### src/design/periodic_timer_scheduler_defines.svh
// Assertion helpers for the timer scheduler sequencer
`ifndef PERIODIC_TIMER_SCHEDULER_DEFINES_SVH
`define PERIODIC_TIMER_SCHEDULER_DEFINES_SVH

// Check that a condition implies a consequence on every clock edge out of reset
`define PTS_ASSERT_IMPL(lbl, clk, rst_n, ante, cons) \
    lbl: assert property (@(posedge clk) disable iff (!rst_n) (ante) |-> (cons)) \
        else $error("timer scheduler implication check failed");

// Check that a condition never holds on a clock edge out of reset
`define PTS_ASSERT_NEVER(lbl, clk, rst_n, cond) \
    lbl: assert property (@(posedge clk) disable iff (!rst_n) !(cond)) \
        else $error("timer scheduler forbidden condition seen");

`endif

### src/design/ptsch_pkg.sv
package ptsch_pkg;

    localparam int NUM_TIMERS_DEF = 16;
    localparam int TIME_W         = 32;
    localparam int RATE_W         = 24;
    localparam int ID_W           = 4;

    typedef logic [TIME_W-1:0] t_time;
    typedef logic [RATE_W-1:0] t_rate;

    localparam t_time TIME_MAX = '1;

    // Command codes; code 7 is unused and only acknowledged
    typedef enum logic [2:0] {
        CMD_ADD    = 3'd0,
        CMD_REMOVE = 3'd1,
        CMD_RATE   = 3'd2,
        CMD_BOOST  = 3'd3,
        CMD_TRIG   = 3'd4,
        CMD_SCAN   = 3'd5,
        CMD_QUERY  = 3'd6
    } t_cmd;

    // Result kinds
    typedef enum logic [1:0] {
        KIND_ACK  = 2'd0,
        KIND_FIRE = 2'd1,
        KIND_END  = 2'd2
    } t_kind;

    // Memory port controls from the sequencer
    typedef struct packed {
        logic re;
        logic we_trig;
        logic we_rate;
    } t_mem_ctl;

    // Saturating add of a rate to a time
    function automatic t_time sat_add(input t_time a, input t_rate b);
        logic [TIME_W:0] s;
        s = {1'b0, a} + {{(TIME_W+1-RATE_W){1'b0}}, b};
        return s[TIME_W] ? TIME_MAX : s[TIME_W-1:0];
    endfunction

endpackage

### src/design/ptsch_ram.sv
module ptsch_ram #(
    parameter int WIDTH = ptsch_pkg::TIME_W,
    parameter int DEPTH = ptsch_pkg::NUM_TIMERS_DEF
) (
    input  logic                     i_clk,
    input  logic                     i_we,
    input  logic [$clog2(DEPTH)-1:0] i_waddr,
    input  logic [WIDTH-1:0]         i_wdata,
    input  logic                     i_re,
    input  logic [$clog2(DEPTH)-1:0] i_raddr,
    output logic [WIDTH-1:0]         o_rdata
);

    logic [WIDTH-1:0] r_mem [DEPTH];
    logic [WIDTH-1:0] r_rdata;

    // Write port
    always_ff @(posedge i_clk) begin
        if (i_we) begin
            r_mem[i_waddr] <= i_wdata;
        end
    end

    // Registered read port; hold the data while no read is issued
    always_ff @(posedge i_clk) begin
        if (i_re) begin
            r_rdata <= r_mem[i_raddr];
        end
    end

    assign o_rdata = r_rdata;

endmodule

### src/design/ptsch_seq.sv
`include "periodic_timer_scheduler_defines.svh"

module ptsch_seq #(
    parameter int NUM_TIMERS = ptsch_pkg::NUM_TIMERS_DEF
) (
    input  logic                          i_clk,
    input  logic                          i_rst_n,
    input  logic                          i_enabled,
    // command channel
    input  logic                          i_in_valid,
    output logic                          o_in_ready,
    input  logic [2:0]                    i_cmd,
    input  logic [ptsch_pkg::ID_W-1:0]    i_timer_id,
    input  ptsch_pkg::t_rate              i_value,
    input  ptsch_pkg::t_time              i_now,
    // result channel
    output logic                          o_out_valid,
    input  logic                          i_out_ready,
    output logic [1:0]                    o_kind,
    output logic [ptsch_pkg::ID_W-1:0]    o_slot,
    output logic                          o_ok,
    output logic                          o_active,
    output ptsch_pkg::t_time              o_wait_ticks,
    output logic                          o_none_pending,
    output logic                          o_last,
    // memory ports
    output ptsch_pkg::t_mem_ctl           o_mem,
    output logic [$clog2(NUM_TIMERS)-1:0] o_raddr,
    output logic [$clog2(NUM_TIMERS)-1:0] o_waddr,
    output ptsch_pkg::t_time              o_wtrig,
    output ptsch_pkg::t_rate              o_wrate,
    input  ptsch_pkg::t_time              i_rtrig,
    input  ptsch_pkg::t_rate              i_rrate
);

    localparam int IW = $clog2(NUM_TIMERS);
    localparam logic [IW-1:0] LAST_IDX = IW'(NUM_TIMERS - 1);

    typedef enum logic [4:0] {
        S_IDLE  = 5'b00001,
        S_EXEC  = 5'b00010,
        S_CHECK = 5'b00100,
        S_SWEEP = 5'b01000,
        S_END   = 5'b10000
    } t_state;

    // control state
    t_state                  r_state, n_state;
    logic [NUM_TIMERS-1:0]   r_active, n_active;
    logic                    r_force, n_force;
    logic [IW-1:0]           r_es, n_es;
    logic                    r_ev, n_ev;
    logic                    r_out_valid, n_out_valid;
    logic [IW-1:0]           r_idx, n_idx;
    logic                    r_min_valid, n_min_valid;

    // payload state
    ptsch_pkg::t_cmd         r_cmd, n_cmd;
    logic [ptsch_pkg::ID_W-1:0] r_id, n_id;
    ptsch_pkg::t_rate        r_val, n_val;
    ptsch_pkg::t_time        r_now, n_now;
    logic [IW-1:0]           r_min_slot, n_min_slot;
    ptsch_pkg::t_time        r_min_time, n_min_time;
    ptsch_pkg::t_kind        r_kind, n_kind;
    logic [ptsch_pkg::ID_W-1:0] r_slot, n_slot;
    logic                    r_ok, n_ok;
    logic                    r_act, n_act;
    ptsch_pkg::t_time        r_wait, n_wait;
    logic                    r_none, n_none;
    logic                    r_last, n_last;

    logic                    in_acc;
    logic                    out_free;
    logic                    out_load;
    logic [IW-1:0]           id_addr;
    logic                    id_in_range;
    logic                    cur_active;
    logic                    fire;
    logic                    better;
    ptsch_pkg::t_time        sum_trig;
    ptsch_pkg::t_time        new_trig;
    ptsch_pkg::t_time        cand;
    logic                    mem_clash;
    logic                    fire_load;

    assign o_in_ready  = (r_state == S_IDLE);
    assign in_acc      = i_in_valid && o_in_ready;
    assign out_free    = !r_out_valid || i_out_ready;
    assign id_addr     = IW'(r_id);
    assign id_in_range = int'(r_id) < NUM_TIMERS;
    assign cur_active  = id_in_range ? r_active[id_addr] : 1'b0;

    // Sweep datapath: reschedule a due slot and track the earliest trigger
    assign fire     = r_active[r_idx] && (i_rtrig <= r_now);
    assign sum_trig = ptsch_pkg::sat_add(i_rtrig, i_rrate);
    assign new_trig = (sum_trig < r_now) ? r_now : sum_trig;
    assign cand     = fire ? new_trig : i_rtrig;
    assign better   = r_active[r_idx] && (!r_min_valid || (cand < r_min_time));

    always_comb begin
        n_state     = r_state;
        n_active    = r_active;
        n_force     = r_force;
        n_es        = r_es;
        n_ev        = r_ev;
        n_idx       = r_idx;
        n_min_valid = r_min_valid;
        n_cmd       = r_cmd;
        n_id        = r_id;
        n_val       = r_val;
        n_now       = r_now;
        n_min_slot  = r_min_slot;
        n_min_time  = r_min_time;
        n_kind      = r_kind;
        n_slot      = r_slot;
        n_ok        = r_ok;
        n_act       = r_act;
        n_wait      = r_wait;
        n_none      = r_none;
        n_last      = r_last;
        out_load    = 1'b0;
        o_mem       = '0;
        o_raddr     = '0;
        o_waddr     = id_addr;
        o_wtrig     = ptsch_pkg::sat_add(r_now, r_val);
        o_wrate     = r_val;

        unique case (r_state)
            S_IDLE: begin
                // Latch the transaction and fetch the slot it needs
                if (in_acc) begin
                    n_cmd   = ptsch_pkg::t_cmd'(i_cmd);
                    n_id    = i_timer_id;
                    n_val   = i_value;
                    n_now   = i_now;
                    o_mem.re = 1'b1;
                    if (ptsch_pkg::t_cmd'(i_cmd) == ptsch_pkg::CMD_SCAN) begin
                        o_raddr = r_es;
                        n_state = S_CHECK;
                    end else begin
                        o_raddr = IW'(i_timer_id);
                        n_state = S_EXEC;
                    end
                end
            end

            S_EXEC: begin
                // Apply the slot command and acknowledge it
                if (out_free) begin
                    out_load = 1'b1;
                    n_kind   = ptsch_pkg::KIND_ACK;
                    n_slot   = r_id;
                    n_ok     = 1'b0;
                    n_act    = cur_active;
                    n_wait   = '0;
                    n_none   = 1'b0;
                    n_last   = 1'b1;
                    n_state  = S_IDLE;
                    if (id_in_range) begin
                        case (r_cmd)
                            ptsch_pkg::CMD_ADD: begin
                                if (!cur_active) begin
                                    n_active[id_addr] = 1'b1;
                                    o_mem.we_trig     = 1'b1;
                                    o_mem.we_rate     = 1'b1;
                                    n_force           = 1'b1;
                                    n_ok              = 1'b1;
                                end
                                n_act = 1'b1;
                            end
                            ptsch_pkg::CMD_REMOVE: begin
                                if (cur_active) begin
                                    n_active[id_addr] = 1'b0;
                                    if (r_ev && (r_es == id_addr)) begin
                                        n_ev    = 1'b0;
                                        n_force = 1'b1;
                                    end
                                    n_ok = 1'b1;
                                end
                                n_act = 1'b0;
                            end
                            ptsch_pkg::CMD_RATE: begin
                                o_mem.we_trig = 1'b1;
                                o_mem.we_rate = 1'b1;
                                n_force       = 1'b1;
                            end
                            ptsch_pkg::CMD_BOOST: begin
                                o_wtrig       = ptsch_pkg::sat_add(i_rtrig, r_val);
                                o_mem.we_trig = 1'b1;
                                n_force       = 1'b1;
                            end
                            ptsch_pkg::CMD_TRIG: begin
                                o_wtrig       = r_now;
                                o_mem.we_trig = 1'b1;
                                n_force       = 1'b1;
                            end
                            default: begin
                            end
                        endcase
                    end
                end
            end

            S_CHECK: begin
                // Report straight away when disabled or the cached slot is not due
                if (!i_enabled) begin
                    if (out_free) begin
                        out_load = 1'b1;
                        n_kind   = ptsch_pkg::KIND_END;
                        n_ok     = 1'b0;
                        n_act    = 1'b0;
                        n_last   = 1'b1;
                        n_slot   = '0;
                        n_wait   = '0;
                        n_none   = 1'b1;
                        n_state  = S_IDLE;
                    end
                end else if (!r_force && r_ev && (i_rtrig > r_now)) begin
                    if (out_free) begin
                        out_load = 1'b1;
                        n_kind   = ptsch_pkg::KIND_END;
                        n_ok     = 1'b0;
                        n_act    = 1'b0;
                        n_last   = 1'b1;
                        n_slot   = ptsch_pkg::ID_W'(r_es);
                        n_wait   = i_rtrig - r_now;
                        n_none   = 1'b0;
                        n_state  = S_IDLE;
                    end
                end else begin
                    // Start a full sweep from slot zero
                    n_force     = 1'b0;
                    o_mem.re    = 1'b1;
                    o_raddr     = '0;
                    n_idx       = '0;
                    n_min_valid = 1'b0;
                    n_state     = S_SWEEP;
                end
            end

            S_SWEEP: begin
                // Visit one slot; hold while a fired result cannot be sent
                if (!(fire && !out_free)) begin
                    if (fire) begin
                        o_waddr       = r_idx;
                        o_wtrig       = new_trig;
                        o_mem.we_trig = 1'b1;
                        out_load      = 1'b1;
                        n_kind        = ptsch_pkg::KIND_FIRE;
                        n_slot        = ptsch_pkg::ID_W'(r_idx);
                        n_ok          = 1'b0;
                        n_act         = 1'b1;
                        n_wait        = '0;
                        n_none        = 1'b0;
                        n_last        = 1'b0;
                    end
                    if (better) begin
                        n_min_valid = 1'b1;
                        n_min_slot  = r_idx;
                        n_min_time  = cand;
                    end
                    if (r_idx == LAST_IDX) begin
                        n_state = S_END;
                    end else begin
                        o_mem.re = 1'b1;
                        o_raddr  = r_idx + 1'b1;
                        n_idx    = r_idx + 1'b1;
                    end
                end
            end

            S_END: begin
                // Report the earliest trigger and refresh the cache
                if (out_free) begin
                    out_load = 1'b1;
                    n_kind   = ptsch_pkg::KIND_END;
                    n_ok     = 1'b0;
                    n_act    = 1'b0;
                    n_last   = 1'b1;
                    n_none   = !r_min_valid;
                    n_slot   = r_min_valid ? ptsch_pkg::ID_W'(r_min_slot) : '0;
                    n_wait   = (r_min_valid && (r_min_time > r_now)) ?
                               (r_min_time - r_now) : '0;
                    n_ev     = r_min_valid;
                    n_es     = r_min_valid ? r_min_slot : '0;
                    n_state  = S_IDLE;
                end
            end

            default: begin
                n_state = S_IDLE;
            end
        endcase

        // Output register: load a new result or drop the one taken
        if (out_load) begin
            n_out_valid = 1'b1;
        end else if (i_out_ready) begin
            n_out_valid = 1'b0;
        end else begin
            n_out_valid = r_out_valid;
        end
    end

    // Control registers
    always_ff @(posedge i_clk) begin
        if (!i_rst_n) begin
            r_state     <= S_IDLE;
            r_active    <= '0;
            r_force     <= 1'b1;
            r_es        <= '0;
            r_ev        <= 1'b0;
            r_out_valid <= 1'b0;
            r_idx       <= '0;
            r_min_valid <= 1'b0;
        end else begin
            r_state     <= n_state;
            r_active    <= n_active;
            r_force     <= n_force;
            r_es        <= n_es;
            r_ev        <= n_ev;
            r_out_valid <= n_out_valid;
            r_idx       <= n_idx;
            r_min_valid <= n_min_valid;
        end
    end

    // Payload registers
    always_ff @(posedge i_clk) begin
        r_cmd      <= n_cmd;
        r_id       <= n_id;
        r_val      <= n_val;
        r_now      <= n_now;
        r_min_slot <= n_min_slot;
        r_min_time <= n_min_time;
        r_kind     <= n_kind;
        r_slot     <= n_slot;
        r_ok       <= n_ok;
        r_act      <= n_act;
        r_wait     <= n_wait;
        r_none     <= n_none;
        r_last     <= n_last;
    end

    assign o_out_valid    = r_out_valid;
    assign o_kind         = r_kind;
    assign o_slot         = r_slot;
    assign o_ok           = r_ok;
    assign o_active       = r_act;
    assign o_wait_ticks   = r_wait;
    assign o_none_pending = r_none;
    assign o_last         = r_last;

    // Terms for the checks below
    assign mem_clash = o_mem.re && (o_mem.we_trig || o_mem.we_rate) && (o_raddr == o_waddr);
    assign fire_load = out_load && (n_kind == ptsch_pkg::KIND_FIRE);

    `PTS_ASSERT_NEVER(a_no_rw_same_slot, i_clk, i_rst_n, mem_clash)
    `PTS_ASSERT_IMPL(a_fire_only_in_sweep, i_clk, i_rst_n, fire_load, r_state == S_SWEEP)
    `PTS_ASSERT_IMPL(a_sweep_clears_force, i_clk, i_rst_n, r_state == S_SWEEP, !r_force)
    `PTS_ASSERT_IMPL(a_cache_slot_active, i_clk, i_rst_n, r_ev, r_active[r_es])

endmodule

### src/design/periodic_timer_scheduler.sv
// Periodic timer scheduler for up to NUM_TIMERS slots (ids 0..15 addressable).
// One command is processed at a time. A slot command (add, remove, set rate,
// boost, trigger now, query) moves from acceptance to the execute state, which
// loads its acknowledge into the output register and returns to idle for the
// next command. A scan answered from the cached earliest slot, or while
// disabled, loads its result from the check state in the same way. A full scan
// walks the slot memories one slot per cycle through their single read port,
// holding while a fired result waits on a full output register; the other
// results wait on it too. Each fired slot gives one result in ascending
// slot order, and the scan ends with a result carrying the wait until the
// earliest trigger. Trigger times and rates live in two synchronous memories,
// each with one read and one write port, that are not cleared at reset.
module periodic_timer_scheduler #(
    parameter int NUM_TIMERS = ptsch_pkg::NUM_TIMERS_DEF
) (
    input  logic                       i_clk,
    input  logic                       i_rst_n,
    // configuration
    input  logic                       i_cfg_we,
    input  logic                       i_cfg_wdata,
    // command channel
    input  logic                       i_in_valid,
    output logic                       o_in_ready,
    input  logic [2:0]                 i_cmd,
    input  logic [ptsch_pkg::ID_W-1:0] i_timer_id,
    input  ptsch_pkg::t_rate           i_value,
    input  ptsch_pkg::t_time           i_now,
    // result channel
    output logic                       o_out_valid,
    input  logic                       i_out_ready,
    output logic [1:0]                 o_kind,
    output logic [ptsch_pkg::ID_W-1:0] o_slot,
    output logic                       o_ok,
    output logic                       o_active,
    output ptsch_pkg::t_time           o_wait_ticks,
    output logic                       o_none_pending,
    output logic                       o_last
);

    localparam int IW = $clog2(NUM_TIMERS);

    logic                 r_enabled;
    ptsch_pkg::t_mem_ctl  mem_ctl;
    logic [IW-1:0]        raddr;
    logic [IW-1:0]        waddr;
    ptsch_pkg::t_time     wtrig;
    ptsch_pkg::t_rate     wrate;
    ptsch_pkg::t_time     rtrig;
    ptsch_pkg::t_rate     rrate;

    // Enable register
    always_ff @(posedge i_clk) begin
        if (!i_rst_n) begin
            r_enabled <= 1'b1;
        end else if (i_cfg_we) begin
            r_enabled <= i_cfg_wdata;
        end
    end

    ptsch_seq #(
        .NUM_TIMERS (NUM_TIMERS)
    ) u_seq (
        .i_clk          (i_clk),
        .i_rst_n        (i_rst_n),
        .i_enabled      (r_enabled),
        .i_in_valid     (i_in_valid),
        .o_in_ready     (o_in_ready),
        .i_cmd          (i_cmd),
        .i_timer_id     (i_timer_id),
        .i_value        (i_value),
        .i_now          (i_now),
        .o_out_valid    (o_out_valid),
        .i_out_ready    (i_out_ready),
        .o_kind         (o_kind),
        .o_slot         (o_slot),
        .o_ok           (o_ok),
        .o_active       (o_active),
        .o_wait_ticks   (o_wait_ticks),
        .o_none_pending (o_none_pending),
        .o_last         (o_last),
        .o_mem          (mem_ctl),
        .o_raddr        (raddr),
        .o_waddr        (waddr),
        .o_wtrig        (wtrig),
        .o_wrate        (wrate),
        .i_rtrig        (rtrig),
        .i_rrate        (rrate)
    );

    // Next trigger time per slot
    ptsch_ram #(
        .WIDTH (ptsch_pkg::TIME_W),
        .DEPTH (NUM_TIMERS)
    ) u_trig_ram (
        .i_clk   (i_clk),
        .i_we    (mem_ctl.we_trig),
        .i_waddr (waddr),
        .i_wdata (wtrig),
        .i_re    (mem_ctl.re),
        .i_raddr (raddr),
        .o_rdata (rtrig)
    );

    // Rate per slot
    ptsch_ram #(
        .WIDTH (ptsch_pkg::RATE_W),
        .DEPTH (NUM_TIMERS)
    ) u_rate_ram (
        .i_clk   (i_clk),
        .i_we    (mem_ctl.we_rate),
        .i_waddr (waddr),
        .i_wdata (wrate),
        .i_re    (mem_ctl.re),
        .i_raddr (raddr),
        .o_rdata (rrate)
    );

endmodule
### config.mk
export PLATFORM = sky130hd
export DESIGN_NAME = periodic_timer_scheduler
export DESIGN_NICKNAME = d
export VERILOG_FILES = /design/src/design/ptsch_pkg.sv /design/src/design/ptsch_ram.sv /design/src/design/ptsch_seq.sv /design/src/design/periodic_timer_scheduler.sv
export VERILOG_INCLUDE_DIRS = /design/src /design/src/design
export SDC_FILE = /design/constraint.sdc
export NUM_CORES = 2
export LEC_CHECK = 0
export ABC_CLOCK_PERIOD_IN_PS = 10000
export BUFFER_PORTS_ARGS = -buffer_cell sky130_fd_sc_hd__buf_2
export CAP_MARGIN = 5
export CORE_MARGIN = 2
export CORE_UTILIZATION = 23
export CTS_BUF_LIST = sky130_fd_sc_hd__clkbuf_2
export CTS_CLUSTER_SIZE = 24
export DETAILED_ROUTE_END_ITERATION = 8
export PLACE_DENSITY_LB_ADDON = 0.1
export SYNTH_ARGS = -nofsm -noshare
export SYNTH_HDL_FRONTEND = slang
export SYNTH_HIERARCHICAL = 1
export SYNTH_SLANG_ARGS = --single-unit
### constraint.sdc
create_clock -name i_clk -period 10 [get_ports i_clk]
set_input_delay 2 -clock i_clk [delete_from_list [all_inputs] [get_ports i_clk]]
set_output_delay 2 -clock i_clk [all_outputs]
set_load 0.005 [all_outputs]
**Yosys cells after proc, flatten, opt, wreduce, memory -nomap -nowiden**

Memories as Yosys holds them, arrays and structs flattened. A register that Yosys moved wholly into a read port is not among the register bits.
Index checks and enable logic that the tools add are counted.

- Register bits after elaboration: 175
- Memories: 2
- Bits in latches: 0
- Word-level logic and storage cells: 251
- Bits in read-only memories: 0
- Memory bits (writable): 896

- Eq/ne operators: 35
- Order comparisons: 8
- Multiplexer cells: 135
- Bitwise logic cells: 4
- $add $sub $neg: 6
- Reduce and logical (&&, ||, !) cells: 39
- $mul: 0
- Divide/modulo/power cells: 0
- Shifts and indexed selects: 0

Memories:

| memory | depth | bits a word | rd ports | clocked after Yosys merged registers in | wr ports | line | RTL |
|---|---|---|---|---|---|---|---|
| u_trig_ram.r_mem | 16 | 32 | 1 | 1 | 1 | ptsch_ram.sv:14 | `logic [WIDTH-1:0] r_mem [DEPTH];` |
| u_rate_ram.r_mem | 16 | 24 | 1 | 1 | 1 | ptsch_ram.sv:14 |  |

Operators by type and width:

| operator | number |
|---|---|
| 32-bit two-way mux | 16 |
| 32-bit case mux with 2 select lines | 2 |
| 32-bit case mux with 4 select lines | 1 |
| 32-bit by 24-bit adder with 33-bit output | 3 |
| 4-bit two-way mux | 20 |
| 32-bit > comparator | 2 |
| 32-bit less-than comparator | 2 |
| 32-bit subtractor | 2 |
| 1-bit two-way mux | 54 |
| 32-bit less-or-equal comparator | 1 |
| 16-bit two-way mux | 2 |
| 16-bit case mux with 2 select lines | 1 |
| 5-bit two-way mux | 6 |
| 5-bit case mux with 4 select lines | 1 |
| 5-bit AND reduction | 4 |
| 2-bit two-way mux | 9 |
| 3-bit by 2-bit != test with 1-bit output, second input constant | 6 |
| 6-bit AND reduction | 3 |
| 16-bit bitwise AND | 1 |
| 2-bit by 1-bit != test with 1-bit output, second input constant | 8 |
| 16-bit inverter | 1 |
| 16-bit OR | 1 |
| 1-bit case mux with 2 select lines | 8 |
| 4-bit case mux with 2 select lines | 2 |
| 37 further kinds | 71 |

**Depth between registers and ports, before layout**

- Depth after elaboration: 11
- Gate-level depth with buffers: 34

**Hierarchy**

Netlist, hierarchy kept.

By module, submodules not included:

| module | area an instance (um2) | times used | cells an instance | sequential area each (um2) |
|---|---|---|---|---|
| ptsch_ram at u_trig_ram | 20155.6 | 1 | 838 | 16335.7 |
| ptsch_seq | 17566.8 | 1 | 2062 | 4894.7 |
| ptsch_ram at u_rate_ram | 15170.8 | 1 | 636 | 12251.8 |
| periodic_timer_scheduler | 33.8 | 1 | 3 | 20.0 |

**Least setup slack after synthesis**

Ideal clock, no wire load.

- Kind: register to register
- Start: register u_trig_ram.r_rdata[0], in the netlist u_trig_ram/o_rdata[0], read port of u_trig_ram.r_mem
- End: register u_seq.r_min_slot[0] (enable)
- Buffers on the path: 1
- Path slack: 2671 ps
- Setup time: 395 ps
- Arrival time: 6934 ps
- Cell stages (with the launch flop): 30
- Cell sequence: edfxtp_1 -> ha_1 -> fa_1 -> a211oi_2 -> o21ai_1 -> a2111oi_4 -> o31ai_4 -> a31oi_4 -> nand3b_2 -> buf_2 -> a41oi_1 -> ha_1 -> nand4_1 -> nor4_1 -> a31oi_1 -> o21ai_0 -> nor3_1 -> nand2_1 -> o21ai_4 -> mux2_2 -> mux2_2 -> ha_1 -> a21o_1 -> a21o_1 -> a21oi_1 -> nor2_1 -> a211oi_1 -> o2111ai_1 -> nor3_1 -> o21a_1

- Longest elaborated chain between the ends: 9

Ends and longest elaborated chain:

| item | line | RTL |
|---|---|---|
| start, declared | ptsch_ram.sv:15 | `logic [WIDTH-1:0] r_rdata;` |
| 32-bit by 24-bit adder with 33-bit output | ptsch_pkg.sv:41 | `s = {1'b0, a} + {{(TIME_W+1-RATE_W){1'b0}}, b};` |
| 32-bit two-way mux | ptsch_pkg.sv:42 | `return s[TIME_W] ? TIME_MAX : s[TIME_W-1:0];` |
| 32-bit less-than comparator | ptsch_seq.sv:96 | `assign new_trig = (sum_trig < r_now) ? r_now : sum_trig;` |
| 32-bit two-way mux | ptsch_seq.sv:96 |  |
| 32-bit two-way mux * | ptsch_seq.sv:97 | `assign cand = fire ? new_trig : i_rtrig;` |
| net u_seq.cand[9] | ptsch_seq.sv:82 | `ptsch_pkg::t_time cand;` |
| 32-bit less-than comparator * | ptsch_seq.sv:98 | `assign better = r_active[r_idx] && (!r_min_valid \|\| (cand < r_min_time));` |
| 1-bit logical OR * | ptsch_seq.sv:98 |  |
| 1-bit logical AND * | ptsch_seq.sv:98 |  |
| 3-bit AND reduction (no source line) * | n/a |  |
| end signal, assigned | ptsch_seq.sv:334 | `r_min_slot <= n_min_slot;` |
| end, declared | ptsch_seq.sv:62 | `logic [IW-1:0] r_min_slot, n_min_slot;` |

The timed path passes the listed nets; every way through them passes the cells marked *.
A chain may end at the register's enable or synchronous reset.

**Worst setup path in the final report**

- Start: register u_trig_ram.r_rdata[1], in the netlist u_trig_ram/o_rdata[1], read port of u_trig_ram.r_mem
- End: register u_seq.r_min_time[21] (enable)

- Longest elaborated chain between the ends: 9

Ends and longest elaborated chain:

| item | line | RTL |
|---|---|---|
| 32-bit by 24-bit adder with 33-bit output | ptsch_pkg.sv:41 |  |
| 32-bit two-way mux | ptsch_pkg.sv:42 |  |
| 32-bit less-than comparator | ptsch_seq.sv:96 |  |
| 32-bit two-way mux | ptsch_seq.sv:96 |  |
| 32-bit two-way mux * | ptsch_seq.sv:97 |  |
| net u_seq.cand[27] | ptsch_seq.sv:82 |  |
| 32-bit less-than comparator * | ptsch_seq.sv:98 |  |
| 1-bit logical OR * | ptsch_seq.sv:98 |  |
| 1-bit logical AND * | ptsch_seq.sv:98 |  |
| 3-bit AND reduction (no source line) * | n/a |  |
| end signal, assigned | ptsch_seq.sv:335 | `r_min_time <= n_min_time;` |
| end, declared | ptsch_seq.sv:63 | `ptsch_pkg::t_time r_min_time, n_min_time;` |

Marked as above.

==> run_results.csv <==
group,metric,value,unit
run_status,status,"finished clean",
placed_design,dp_cells,6644,
pwr,leakagePower,20.9,nW
clock_network,cts-buffers-inserted,338,
final_layout,multi_input_area,18700,um2
logic_synthesis,synth_area_leaders,"edfxtp_1 62%, mux4_2 10%, ha_1 4.7%, nand2_1 2.0%, a22oi_1 1.9%",
floorplan,row_count,176,
pwr,powerDensity,180,nW/um2
setup_path,rr_startpoint,"u_trig_ram/o_rdata[1]",
global_routing,grt_max_degree,99,
sta,skew,0.252,ns
logic_synthesis,synth_edf_count,1093,
floorplan,die-area,234000,um2
setup_path,crit_slowest_cell,"a2111oi_0",
final_layout,drive_gt1_share,25.7,%
drt,drtIter0Drc,2633,
sta,worst_slack,0.858,ns
logic_synthesis,async_reset_ff_share,0,%
sta,finalSetupTns,0,ns
setup_path,slowest_delay,0.61,ns
global_routing,grtUsageMet1,22.6,%
global_routing,overflow,0,
floorplan,initial_core_util,23.1,%
logic_synthesis,yosysTopAreaCell,"edfxtp_1",
logic_synthesis,synth_nets,3812,
floorplan,chipWidth,484,um
placed_design,dp_slack,0.972,ns
global_routing,gr-usage-met3,3.02,%
drt,vias,33600,
placed_design,placedInstanceArea,57900,um2
global_routing,grt_pass1_vias,35000,
clock_network,clock-sinks,1127,
logic_synthesis,ys_ff_latch,1127,
clock_network,cts_setup_buffers,0,
placed_design,hpwl,126,mm
sta,finalCriticalPeriod,9.14,ns
worst_hold_path,min_from,"i_value[9]",
final_layout,fillers,23700,
logic_synthesis,syn_inst,3539,
sta,setup_viol,0,
sta,fin_crit_sh,91.4,%
sta,fmax,0.109,GHz
drt,drc,0,
placed_design,place.gp.congestion,0.846,
final_layout,final_cells,7219,
logic_synthesis,synthMostInstantiatedCell,"edfxtp_1",
setup_path,worst_setup_path_start_kind,"flip-flop",
logic_synthesis,avgSynthCellArea,15.0,um2
logic_synthesis,netlist-cell-type-count,92,
sta,rsz0062_at_grt,"no",
logic_synthesis,synth_area,52900,um2
global_routing,globalRouteMet2Util,24.8,%
final_layout,fin_area,60700,um2
drt,firstDrtPassIters,6,
logic_synthesis,yosysSeqAreaShare,63.3,%
global_routing,grt_usage,15.9,%
floorplan,ioPinCount,113,
worst_hold_path,hold_class,"in2reg",
setup_path,required,11.17,ns
drt,via_per_inst,4.66,
clock_network,cts_max_path_buffers,4,
floorplan,coreArea,229000,um2
setup_path,end_kind,"flip-flop",
clock_network,htree_levels,5,
drt,routed_wl,189,mm
clock_network,cts-root-buf,"clkbuf_2",
setup_path,critical_path_class,"reg2reg",
sta,finalHoldViolCount,0,
clock_network,cts.repair.resized,0,
final_layout,area.growth.synth_to_final,14.7,%
final_layout,regArea,33500,um2
clock_network,cts_hold_buf,0,
flow_run,cap_violations,0,
placed_design,port_buffers,112,
final_layout,post-route-util,26.5,%
setup_path,cp_common_cell,"nand2_1",
logic_synthesis,synth_ff_type,"edfxtp_1",
logic_synthesis,synth_top_area_share,62.0,%
global_routing,grt_busiest_layer,"met2",
floorplan,die_y,484,um
sta,max-slew-margin-rel,18.4,%
sta,drv_slew,0,
global_routing,antenna_found_initial,16,
logic_synthesis,ys_warn_count,6,
pwr,peakVddDrop,0.114,mV
clock_network,clock_latency,1.79,ns
setup_path,crit_start,"u_trig_ram/o_rdata[1]",
drt,ant_nets,0,
clock_network,clk_pin_slew,0.11,ns
logic_synthesis,synthTopCellsByCount,"1093 x edfxtp_1, 282 x nand2_1, 234 x mux4_2",
final_layout,nets,4231,
setup_path,crit_arrival,10.31,ns
sta,tightest_slew,1.22,ns
clock_network,cts_tree,"done",
drt,routedWlPerCell,26.2,um
global_routing,grt_first_pass_wirelength,266,mm
setup_path,worst-path-max-fanout,36,
-- flip-flops by register name, summed over array words and instances (netlist names), 24 cells and up, named ones only --
register,count
u_rate_ram/o_rdata,24
u_rate_ram/r_mem,384
u_seq/o_wait_ticks,32
u_seq/o_wrate,24
u_seq/r_min_time,32
u_seq/r_now,32
u_trig_ram/o_rdata,32
u_trig_ram/r_mem,512
-- final timing paths --
kind                                             end  slack, ns  cells after the start
worst max-delay path            u_seq/r_min_time[21]       0.86                     29
worst max register to register  u_seq/r_min_time[21]       0.86                     29
worst min-delay path                u_seq/o_wrate[9]       0.40                      1
worst min register to register         u_seq/r_force       0.49                      2
-- area by class of cell --
type | instances | share of cell area (%)
flip-flops and latches | 1127 | 55.2
multi-input cells | 2164 | 30.9
well taps | 3026 | 6.24
clock buffers | 483 | 3.98
repair buffers | 227 | 2.39
clock inverters | 82 | 0.672
inverters | 100 | 0.622
diodes | 10 | 0.0412
-- layer usage --
| metal | vias up | share of wire [%] |
|---|---|---|
| li1 | 15200 | - |
| met1 | 17200 | 48 |
| met2 | 930 | 45 |
| met3 | 238 | 4.4 |
| met4 | 6 | 2.1 |
| met5 | - | 0.017 |
-- placed cells by master, fill, tap and decap left out, types with 23 or more instances in the layout --
| master | Yosys | routed |
|---|---|---|
| a22oi_1 | 136 | 136 |
| nand3_1 | 47 | 47 |
| nor2_4 | 0 | 27 |
| mux4_2 | 234 | 234 |
| a21o_1 | 82 | 82 |
| a211oi_1 | 27 | 27 |
| xor2_1 | 57 | 57 |
| a31oi_1 | 26 | 26 |
| a21oi_1 | 159 | 158 |
| o21ai_0 | 136 | 133 |
| nor3_1 | 52 | 44 |
| o21a_1 | 31 | 30 |
| buf_2 | 28 | 112 |
| o221ai_1 | 24 | 23 |
| clkinv_1 | 1 | 63 |
| inv_1 | 99 | 98 |
| buf_4 | 9 | 113 |
| nand2_1 | 282 | 280 |
| nand2b_1 | 26 | 26 |
| dfxtp_1 | 34 | 34 |
| o211ai_1 | 26 | 26 |
| clkbuf_2 | 0 | 483 |
| ha_1 | 199 | 199 |
| edfxtp_1 | 1093 | 1093 |
| nor2_1 | 193 | 164 |
| o21ai_1 | 35 | 33 |
| xnor2_1 | 62 | 62 |
-- report_power, final --
part	leakage, nW	internal [mW]	total (mW)	switching [mW]
clock	2.21	1.36	3.40	2.04
combinational	8.49	0.678	2.01	1.33
sequential	10.2	5.41	5.54	0.128
total	20.9	7.45	10.9	3.50
-- worst max-delay path, delay by kind of cell, from the launching register on --
family,cells,cell delay (ns)
xor+xnor,1,0.20
compound gates,14,4.28
flops,1,0.55
fa+ha+maj,3,0.96
simple gates,9,1.91
mux,2,0.71
-- metrics by stage --
stage	hold WS (ns)	power (mW)
final	0.398	10.9
after global routing	0.127	11.6
after CTS	0.0256	11.2
after detailed placement	0.464	7.66
after global placement	0.461	7.68
after floorplan	0.406	6.81
-- logic make-up after synthesis --
| family | share of synthesized area, % |
|---|---|
| buf+inv | 1.99 |
| flops | 63.3 |
| xor+xnor | 2.00 |
| compound gates | 10.6 |
| fa+ha+maj | 4.89 |
| mux | 10.7 |
| simple gates | 6.46 |
(Power assumes the default switching activity.)
